## src/sv/assert_macros.svh

```systemverilog
// assertion macros shared by the tracker rtl
`ifndef ASSERT_MACROS_SVH
`define ASSERT_MACROS_SVH

// property checked on every rising clock edge outside reset
`define ASSERT_PROP(lbl, clk, rstn, prop) \
	lbl: assert property (@(posedge clk) disable iff (!rstn) prop) \
		else $error("assertion failed");

// condition that must never hold outside reset
`define ASSERT_NEVER(lbl, clk, rstn, cond) \
	`ASSERT_PROP(lbl, clk, rstn, !(cond))

`endif

```

## src/sv/ckc_pkg.sv

```systemverilog
// types, constants and codes of the color key centroid tracker
`default_nettype none

package ckc_pkg;

	localparam int NUM_MK    = 4;
	localparam int MK_W      = $clog2(NUM_MK);
	localparam int NUM_CH    = 3;
	localparam int CH_W      = 8;
	localparam int CRD_W     = 11;
	localparam int BOX_W     = 2 * NUM_CH * CH_W;
	localparam int SUM_W     = 34;
	localparam int CNT_W     = 23;
	localparam int CENT_W    = 15;
	localparam int FRAC_BITS = 4;
	localparam int DIV_W     = SUM_W + FRAC_BITS;
	localparam int DSR_W     = CNT_W + CENT_W;
	localparam int CMP_W     = (DIV_W > DSR_W) ? DIV_W : DSR_W;
	localparam int STEP_W    = $clog2(CENT_W + 1);

	localparam logic [CNT_W-1:0] CNT_MAX = {CNT_W{1'b1}};

	localparam logic [BOX_W-1:0] BOX_RESET [NUM_MK] = '{
		48'd176869697172630,
		48'd155031122790600,
		48'd143563145904810,
		48'd280677293752320
	};

	localparam logic KIND_PIXEL = 1'b0;
	localparam logic KIND_REC   = 1'b1;

	typedef logic [NUM_CH-1:0][CH_W-1:0] pix_t;

	typedef struct packed {
		logic            step;
		logic            clear;
		logic [MK_W-1:0] idx;
	} acc_ctrl_t;

	typedef struct packed {
		logic [1:0]       pad;
		logic [CRD_W-1:0] row;
		logic [CRD_W-1:0] col;
		pix_t             px;
	} in_data_t;

	typedef struct packed {
		logic              no_hits;
		logic [CNT_W-1:0]  hit_count;
		logic [CENT_W-1:0] cy;
		logic [CENT_W-1:0] cx;
		logic [MK_W-1:0]   marker;
		pix_t              px;
	} out_data_t;

	localparam int IN_W  = $bits(in_data_t);
	localparam int OUT_W = $bits(out_data_t);

	typedef enum logic [2:0] {
		ST_IDLE,
		ST_MATCH,
		ST_ECHO,
		ST_LOADX,
		ST_DIVX,
		ST_DIVY,
		ST_REC
	} state_t;

endpackage

`default_nettype wire

```

## src/sv/color_key_centroid_tracker.sv

```systemverilog
// top level: sequencer, pixel and output registers of the centroid tracker
`default_nettype none

// Each pixel is checked against the four marker boxes one marker per cycle in a
// single shared box compare, so a pixel goes from accept through four match steps
// to the output load, which waits until the output register is free. A new
// pixel is accepted while the previous echo still waits in the output register.
// On an end-of-frame pixel the echo is followed by four centroid records; each
// record runs the shared restoring divider twice, once per coordinate, and the
// next pixel is taken only after the last record is loaded.
module color_key_centroid_tracker (
	input  wire logic                        clk,
	input  wire logic                        arst_n,
	input  wire logic                        cfg_we,
	input  wire logic [ckc_pkg::MK_W-1:0]    cfg_index,
	input  wire logic [ckc_pkg::BOX_W-1:0]   cfg_data,
	input  wire logic                        s_tvalid,
	output logic                             s_tready,
	// chan0_in, chan1_in, chan2_in, col, row, zero fill
	input  wire logic [ckc_pkg::IN_W-1:0]    s_tdata,
	input  wire logic                        s_tlast,
	output logic                             m_tvalid,
	input  wire logic                        m_tready,
	// chan0_out, chan1_out, chan2_out, marker, centroid_x, centroid_y,
	// hit_count, no_hits
	output logic [ckc_pkg::OUT_W-1:0]        m_tdata,
	// kind
	output logic                             m_tuser,
	output logic                             m_tlast
);
	import ckc_pkg::*;

	`include "assert_macros.svh"

	state_t            state_q, state_d;
	in_data_t          in_d;
	pix_t              px_q;
	logic [CRD_W-1:0]  col_q, row_q;
	logic              eof_q;
	logic [MK_W-1:0]   idx_q;
	logic [CENT_W-1:0] cx_q, cy_q;

	out_data_t         out_q;
	logic              out_valid_q, out_kind_q, out_last_q;
	logic              out_free;

	acc_ctrl_t         acc_ctl;
	logic              hit;
	logic [SUM_W-1:0]  sum_col, sum_row;
	logic [CNT_W-1:0]  count;

	logic              div_start, div_sel_row, div_busy, div_done;
	logic [DIV_W-1:0]  dividend;
	logic [CENT_W-1:0] quot;

	logic              accept, load_echo, load_rec;

	assign in_d     = in_data_t'(s_tdata);
	assign out_free = !out_valid_q || m_tready;

	ckc_accum u_accum (
		.clk       (clk),
		.arst_n    (arst_n),
		.cfg_we    (cfg_we),
		.cfg_index (cfg_index),
		.cfg_data  (cfg_data),
		.ctl       (acc_ctl),
		.px        (px_q),
		.col       (col_q),
		.row       (row_q),
		.hit       (hit),
		.sum_col   (sum_col),
		.sum_row   (sum_row),
		.count     (count)
	);

	assign dividend = div_sel_row ? (DIV_W'(sum_row) << FRAC_BITS)
	                              : (DIV_W'(sum_col) << FRAC_BITS);

	ckc_div u_div (
		.clk      (clk),
		.arst_n   (arst_n),
		.start    (div_start),
		.dividend (dividend),
		.divisor  (count),
		.busy     (div_busy),
		.done     (div_done),
		.quot     (quot)
	);

	// next state
	always_comb begin
		state_d = state_q;
		unique case (state_q)
			ST_IDLE: begin
				if (s_tvalid) state_d = ST_MATCH;
			end
			ST_MATCH: begin
				if (idx_q == MK_W'(NUM_MK - 1)) state_d = ST_ECHO;
			end
			ST_ECHO: begin
				if (out_free) state_d = eof_q ? ST_LOADX : ST_IDLE;
			end
			ST_LOADX: begin
				state_d = ST_DIVX;
			end
			ST_DIVX: begin
				if (div_done) state_d = ST_DIVY;
			end
			ST_DIVY: begin
				if (div_done) state_d = ST_REC;
			end
			ST_REC: begin
				if (out_free) state_d = (idx_q == MK_W'(NUM_MK - 1)) ? ST_IDLE : ST_LOADX;
			end
			default: state_d = ST_IDLE;
		endcase
	end

	// outputs of the sequencer
	always_comb begin
		s_tready      = 1'b0;
		acc_ctl.step  = 1'b0;
		acc_ctl.clear = 1'b0;
		acc_ctl.idx   = idx_q;
		div_start     = 1'b0;
		div_sel_row   = 1'b0;
		load_echo     = 1'b0;
		load_rec      = 1'b0;
		unique case (state_q)
			ST_IDLE:  s_tready = 1'b1;
			ST_MATCH: acc_ctl.step = 1'b1;
			ST_ECHO:  load_echo = out_free;
			ST_LOADX: div_start = 1'b1;
			ST_DIVX: begin
				div_start   = div_done;
				div_sel_row = 1'b1;
			end
			ST_DIVY: ;
			ST_REC: begin
				load_rec      = out_free;
				acc_ctl.clear = out_free && (idx_q == MK_W'(NUM_MK - 1));
			end
			default: ;
		endcase
	end

	assign accept = s_tvalid && s_tready;

	always_ff @(posedge clk or negedge arst_n) begin
		if (!arst_n) begin
			state_q     <= ST_IDLE;
			idx_q       <= '0;
			out_valid_q <= 1'b0;
		end else begin
			state_q <= state_d;
			if (accept || load_echo) begin
				idx_q <= '0;
			end else if (state_q == ST_MATCH || load_rec) begin
				idx_q <= idx_q + 1'b1;
			end
			if (load_echo || load_rec) begin
				out_valid_q <= 1'b1;
			end else if (m_tready) begin
				out_valid_q <= 1'b0;
			end
		end
	end

	always_ff @(posedge clk) begin
		if (accept) begin
			px_q  <= in_d.px;
			col_q <= in_d.col;
			row_q <= in_d.row;
			eof_q <= s_tlast;
		end else if (state_q == ST_MATCH && hit) begin
			// a matched pixel goes black before the next marker looks at it
			px_q <= '0;
		end
		if (state_q == ST_DIVX && div_done) cx_q <= quot;
		if (state_q == ST_DIVY && div_done) cy_q <= quot;
		if (load_echo) begin
			out_q.px        <= px_q;
			out_q.marker    <= '0;
			out_q.cx        <= '0;
			out_q.cy        <= '0;
			out_q.hit_count <= '0;
			out_q.no_hits   <= 1'b0;
			out_kind_q      <= KIND_PIXEL;
			out_last_q      <= !eof_q;
		end else if (load_rec) begin
			out_q.px        <= '0;
			out_q.marker    <= idx_q;
			out_q.cx        <= (count == '0) ? '0 : cx_q;
			out_q.cy        <= (count == '0) ? '0 : cy_q;
			out_q.hit_count <= count;
			out_q.no_hits   <= (count == '0);
			out_kind_q      <= KIND_REC;
			out_last_q      <= (idx_q == MK_W'(NUM_MK - 1));
		end
	end

	assign m_tvalid = out_valid_q;
	assign m_tdata  = OUT_W'(out_q);
	assign m_tuser  = out_kind_q;
	assign m_tlast  = out_last_q;

	`ASSERT_NEVER(a_idle_div_busy, clk, arst_n, s_tready && div_busy)
	`ASSERT_PROP(a_load_free, clk, arst_n, (load_echo || load_rec) |-> out_free)
	`ASSERT_PROP(a_empty_zero, clk, arst_n,
		(out_valid_q && out_kind_q == KIND_REC && out_q.no_hits) |->
		(out_q.cx == '0 && out_q.cy == '0 && out_q.hit_count == '0))

endmodule

`default_nettype wire

```

## src/sv/ckc_div.sv

```systemverilog
// restoring divider, one quotient bit per cycle, saturating quotient
`default_nettype none

module ckc_div (
	input  wire logic                        clk,
	input  wire logic                        arst_n,
	input  wire logic                        start,
	input  wire logic [ckc_pkg::DIV_W-1:0]   dividend,
	input  wire logic [ckc_pkg::CNT_W-1:0]   divisor,
	output logic                             busy,
	output logic                             done,
	output logic [ckc_pkg::CENT_W-1:0]       quot
);
	import ckc_pkg::*;

	`include "assert_macros.svh"

	logic [CMP_W-1:0]  rem_q;
	logic [CMP_W-1:0]  dsr_q;
	logic [CENT_W:0]   quo_q;
	logic [STEP_W-1:0] step_q;
	logic              busy_q;
	logic              done_q;
	logic              ge;

	assign ge = rem_q >= dsr_q;

	always_ff @(posedge clk or negedge arst_n) begin
		if (!arst_n) begin
			busy_q <= 1'b0;
			done_q <= 1'b0;
			step_q <= '0;
		end else begin
			done_q <= 1'b0;
			if (start) begin
				busy_q <= 1'b1;
				step_q <= STEP_W'(CENT_W);
			end else if (busy_q) begin
				if (step_q == '0) begin
					busy_q <= 1'b0;
					done_q <= 1'b1;
				end else begin
					step_q <= step_q - 1'b1;
				end
			end
		end
	end

	// first step tests against divisor << CENT_W, which flags saturation
	always_ff @(posedge clk) begin
		if (start) begin
			rem_q <= CMP_W'(dividend);
			dsr_q <= CMP_W'(divisor) << CENT_W;
			quo_q <= '0;
		end else if (busy_q) begin
			if (ge) begin
				rem_q <= rem_q - dsr_q;
			end
			dsr_q <= dsr_q >> 1;
			quo_q <= {quo_q[CENT_W-1:0], ge};
		end
	end

	assign busy = busy_q;
	assign done = done_q;
	assign quot = quo_q[CENT_W] ? {CENT_W{1'b1}} : quo_q[CENT_W-1:0];

	`ASSERT_PROP(a_start_busy, clk, arst_n, start |=> busy_q)
	`ASSERT_PROP(a_done_after_busy, clk, arst_n, done_q |-> $past(busy_q))
	`ASSERT_NEVER(a_done_busy, clk, arst_n, done_q && busy_q)

endmodule

`default_nettype wire

```

## src/sv/ckc_accum.sv

```systemverilog
// marker boxes, shared box compare and per-marker sums and counts
`default_nettype none

module ckc_accum (
	input  wire logic                        clk,
	input  wire logic                        arst_n,
	input  wire logic                        cfg_we,
	input  wire logic [ckc_pkg::MK_W-1:0]    cfg_index,
	input  wire logic [ckc_pkg::BOX_W-1:0]   cfg_data,
	input  wire ckc_pkg::acc_ctrl_t          ctl,
	input  wire ckc_pkg::pix_t               px,
	input  wire logic [ckc_pkg::CRD_W-1:0]   col,
	input  wire logic [ckc_pkg::CRD_W-1:0]   row,
	output logic                             hit,
	output logic [ckc_pkg::SUM_W-1:0]        sum_col,
	output logic [ckc_pkg::SUM_W-1:0]        sum_row,
	output logic [ckc_pkg::CNT_W-1:0]        count
);
	import ckc_pkg::*;

	logic [BOX_W-1:0] box_q     [NUM_MK];
	logic [SUM_W-1:0] sum_col_q [NUM_MK];
	logic [SUM_W-1:0] sum_row_q [NUM_MK];
	logic [CNT_W-1:0] cnt_q     [NUM_MK];
	logic [BOX_W-1:0] box;

	assign box = box_q[ctl.idx];

	// lower bounds in bytes 0..2, upper bounds in bytes 3..5
	always_comb begin
		hit = 1'b1;
		for (int c = 0; c < NUM_CH; c++) begin
			if (px[c] < box[c*CH_W +: CH_W] || px[c] > box[(c+NUM_CH)*CH_W +: CH_W]) begin
				hit = 1'b0;
			end
		end
	end

	always_ff @(posedge clk or negedge arst_n) begin
		if (!arst_n) begin
			for (int i = 0; i < NUM_MK; i++) begin
				box_q[i]     <= BOX_RESET[i];
				sum_col_q[i] <= '0;
				sum_row_q[i] <= '0;
				cnt_q[i]     <= '0;
			end
		end else begin
			if (cfg_we) begin
				box_q[cfg_index] <= cfg_data;
			end
			if (ctl.clear) begin
				for (int i = 0; i < NUM_MK; i++) begin
					sum_col_q[i] <= '0;
					sum_row_q[i] <= '0;
					cnt_q[i]     <= '0;
				end
			end else if (ctl.step && hit && cnt_q[ctl.idx] != CNT_MAX) begin
				sum_col_q[ctl.idx] <= sum_col_q[ctl.idx] + SUM_W'(col);
				sum_row_q[ctl.idx] <= sum_row_q[ctl.idx] + SUM_W'(row);
				cnt_q[ctl.idx]     <= cnt_q[ctl.idx] + 1'b1;
			end
		end
	end

	assign sum_col = sum_col_q[ctl.idx];
	assign sum_row = sum_row_q[ctl.idx];
	assign count   = cnt_q[ctl.idx];

endmodule

`default_nettype wire

```

## config.mk

```make
export PLATFORM = sky130hd
export DESIGN_NAME = color_key_centroid_tracker
export DESIGN_NICKNAME = d
export VERILOG_FILES = /design/src/sv/ckc_pkg.sv /design/src/sv/color_key_centroid_tracker.sv /design/src/sv/ckc_div.sv /design/src/sv/ckc_accum.sv
export VERILOG_INCLUDE_DIRS = /design/src /design/src/sv
export SDC_FILE = /design/constraint.sdc
export NUM_CORES = 2
export LEC_CHECK = 0
export ABC_CLOCK_PERIOD_IN_PS = 15200
export BUFFER_PORTS_ARGS = -buffer_cell sky130_fd_sc_hd__buf_4
export CAP_MARGIN = 20
export CORE_MARGIN = 2
export CORE_UTILIZATION = 29
export CTS_BUF_LIST = sky130_fd_sc_hd__clkbuf_8
export DETAILED_ROUTE_END_ITERATION = 16
export HOLD_SLACK_MARGIN = 0.12
export PLACE_DENSITY = 0.51
export SYNTH_ARGS = -nofsm -noshare
export SYNTH_HDL_FRONTEND = slang
export SYNTH_SLANG_ARGS = --single-unit
export TNS_END_PERCENT = 100
```

## constraint.sdc

```tcl
create_clock -name clk -period 15.2 [get_ports clk]
set_clock_uncertainty 0.2 [all_clocks]
set_input_delay 3.04 -clock clk [delete_from_list [all_inputs] [get_ports clk]]
set_output_delay 3.04 -clock clk [all_outputs]
set_load 0.01 [all_outputs]
```

==> impl_metrics.env <==
export IMPL_status="complete, no violations"
export IMPL_avgSynthCellArea_sq_um=11.5
export IMPL_dp_hpwl_mm=69.8
export IMPL_postCtsSetupBuffers=0
export IMPL_die_h_um=376
export IMPL_cts_buffer_depth=3
export IMPL_synth_common_cells="dfrtp_1, nand2_1, o21ai_0, nand3_1, mux2_2"
export IMPL_final_cell_area_sq_um=46100
export IMPL_worstReg2RegEnd="u_accum.sum_col_q[31]"
export IMPL_syn_area_sq_um=40100
export IMPL_via_count=27600
export IMPL_ctsResizeCount=0
export IMPL_gp_congestion=0.811
export IMPL_hold_viol=0
export IMPL_critPathArrivalTime_ns=7.79
export IMPL_switchingPower_w=0.00361
export IMPL_path_cells="buf_12 > buf_4 > mux4_2 > inv_1 > ha_1 > o21a_1 > o21ai_0 > o21bai_1 > a41oi_1 > or4b_4 > nor4b_4 > and2_1 > buf_4 > o21ai_4 > buf_4 > buf_4 > mux2_4"
export IMPL_rrSetupSlack_ns=7.93
export IMPL_rsz0062_at_grt="no"
export IMPL_fp_dieW_um=376
export IMPL_synth_enable_flop_cells=163
export IMPL_switching_share_pct=38.5
export IMPL_cp_data_required_time_ns=15.73
export IMPL_drive_above_1_share_pct=25.3
export IMPL_final_net_count=3825
export IMPL_path_class="flop to flop"
export IMPL_cts_sinks=819
export IMPL_synth_top_cell_area_share_pct=30.2
export IMPL_tritoncts="built"
export IMPL_final_max_slew_viol_count=0
export IMPL_seq_area_sq_um=21000
export IMPL_synth_top_flop_cell="dfrtp_1"
export IMPL_htree_levels=4
export IMPL_ys_top_cells_by_area="dfrtp_1, edfxtp_1, mux4_2"
export IMPL_critPathBufInv=6
export IMPL_grt_max_degree=167
export IMPL_hold_path_end="m_tuser"
export IMPL_min_period_ns=7.27
export IMPL_viasPerCell=5.00
export IMPL_cts_buffers_inserted=145
export IMPL_postRouteAntennaNets=0
export IMPL_max_cap_violations=0
export IMPL_initial_core_util_pct=29.2
export IMPL_path_max_fanout=74
export IMPL_min_delay_path_depth=2
export IMPL_wl_per_cell_um=20.3
export IMPL_grt_antenna_before_repair=7
export IMPL_synth_net_count=3690
export IMPL_synth_distinct_cells=69
export IMPL_final_setup_tns_ns=0
export IMPL_synth_largest_area_cell="dfrtp_1"
export IMPL_seq_power_share_pct=35.7
export IMPL_drt_iter0_markers=1905
export IMPL_cts_root_buf="clkbuf_8"
export IMPL_cpPeakStageDelay_ns=0.81
export IMPL_path_common_cell="buf_4"
export IMPL_max_slew_margin_pct=26.6
export IMPL_finalCritPeriodShare_pct=47.8
export IMPL_io_buffers=185
export IMPL_die_area_sq_um=141000
export IMPL_end_kind="flop"
export IMPL_multi_input_area_sq_um=17600
export IMPL_io_pins=188
export IMPL_yosysWarnings=0
export IMPL_place_area_sq_um=43200
export IMPL_min_delay_start="m_tuser"
export IMPL_clockPowerShare_pct=21.7
export IMPL_path_delay_family="buffers and inverters"
export IMPL_ys_seq_elements=819
export IMPL_synth_most_common_cell="dfrtp_1"
export IMPL_worstMarginPinSlew_ns=1.10
export IMPL_drc=0
export IMPL_grt_pass1_vias=28000
export IMPL_fillers=13700
export IMPL_syn_to_final_growth_pct=14.9
export IMPL_setup_violations=0
export IMPL_overflow=0
export IMPL_p_int_w=0.00576
export IMPL_clock_latency_ns=0.87
export IMPL_ir_drop_mv=0.118
export IMPL_synthCells=3471
export IMPL_regToRegStartpoint="idx_q[1]"
export IMPL_grt_usage_pct=15.9
export IMPL_crit_slowest_cell="o21ai_4"
export IMPL_async_flop_share_pct=69.4
export IMPL_comb_power_share_pct=42.6
export IMPL_p_leak_nw=20.1
export IMPL_routed_wl_mm=112
export IMPL_power_density_nw_per_um2=203
export IMPL_firstDrtPassIters=5
export IMPL_hold_class="flop to flop"
export IMPL_fmax_mhz=138
export IMPL_seq_area_frac_synth_pct=52.3
export IMPL_core_sq_um=137000
export IMPL_grt_pass1_wl_mm=174
export IMPL_rows=136
export IMPL_cp_start_kind="flop"
export IMPL_cts_hold_buf=0
export IMPL_r2r_cells=17
export IMPL_path_clk_slew_ns=0.06
-- placed cells by master, fill, tap and decap left out, drive strengths merged, types with 156 or more instances in the layout --
cell and instances:
dfrtp 483, nand3 226, clkbuf 173, mux2 216, buf 231, edfxtp 163, a21oi 156, inv 225
o21ai 258, nand2 319
-- flip-flops by register name (all words and copies together), names as in the netlist, 16 cells and up --
signal             flops
m_tdata               80
px_q                  24
u_accum.box_q        192
u_accum.cnt_q         92
u_accum.sum_col_q    136
u_accum.sum_row_q    136
u_div.dsr_q           38
u_div.quo_q           16
u_div.rem_q           38
-- per-stage QoR --
| stage | power [W] | setup slack (ns) | utilization, % | cells | hold WS, ns |
|---|---|---|---|---|---|
| after detailed placement | 0.00740 | 7.92 | 31.5 | 5253 | 0.239 |
| final | 0.00937 | 7.93 | 33.5 | 5523 | 0.247 |
| after global routing | 0.0101 | 7.64 | 33.5 | 5521 | 0.258 |
| after CTS | 0.00948 | 7.90 | 33.5 | 5517 | 0.253 |
| after floorplan | 0.00619 | 9.28 | - | 3471 | 0.236 |
| after global placement | 0.00736 | 7.92 | 31.5 | 5253 | 0.233 |
-- worst register-to-register path, cell delays in order, from the launching register on --
cell and delay (ns):
dfrtp_4 0.76, buf_12 0.49, buf_4 0.71, mux4_2 0.44
inv_1 0.07, ha_1 0.22, o21a_1 0.16, o21ai_0 0.24
o21bai_1 0.13, a41oi_1 0.48, or4b_4 0.26, nor4b_4 0.09
and2_1 0.20, buf_4 0.30, o21ai_4 0.84, buf_4 0.50
buf_4 0.68, mux2_4 0.38
-- power groups by stage --
stage | Clock (W) | Sequential [W] | Combinational [W]
3_3_place_gp | 0 | 0.00337 | 0.00398
3_5_place_dp | 0 | 0.00339 | 0.00401
6_report | 0.00203 | 0.00334 | 0.00399
4_1_cts | 0.00210 | 0.00335 | 0.00403
2_1_floorplan | 0 | 0.00327 | 0.00292
5_1_grt | 0.00220 | 0.00342 | 0.00447
-- worst max path at each step --
| stage | from | end | slack, ns | depth (start not counted) |
|---|---|---|---|---|
| final | idx_q[1] | u_accum.sum_col_q[31] | 7.93 | 17 |
| after global routing | idx_q[1] | u_accum.cnt_q[11] | 7.64 | 17 |
| after CTS | idx_q[1] | u_accum.sum_col_q[32] | 7.90 | 17 |
| after detailed placement | idx_q[1] | u_accum.cnt_q[21] | 7.92 | 17 |
| after global placement | idx_q[1] | u_accum.cnt_q[21] | 7.92 | 17 |
| after floorplan | idx_q[0] | u_accum.cnt_q[11] | 9.28 | 25 |
-- area by class of cell --
cell class,count,area share (%)
diodes,6,0.0326
clock buffers,173,5.17
clock inverters,91,1.01
inverters,153,1.25
multi-input cells,2256,38.2
flip-flops and latches,819,45.6
well taps,1794,4.87
repair buffers,231,3.89
-- kinds of logic (layout without fill, tap and decap cells) --
kind of cell	count (synthesis)	in the layout	synth area share, %
DFF	819	819	52.3
AOI/OAI and AO/OA	669	669	10.4
buffers and inverters	396	648	4.04
other	0	6	0
and+or+nand+nor	927	927	11.2
muxes	438	438	16.1
xor gates and xnor gates	107	107	2.34
adders and majority gates	115	115	3.65
-- routing by layer --
layer  GRT usage (%)  up-vias  share of wire (%)
met4            4.97        2                2.4
met1            22.1    14000                 47
met2            24.6      566                 46
met3            3.39      173                5.0
li1                -    12900                  -
met5               0        -              0.014
No activity file was read; power rests on OpenSTA's default activity.
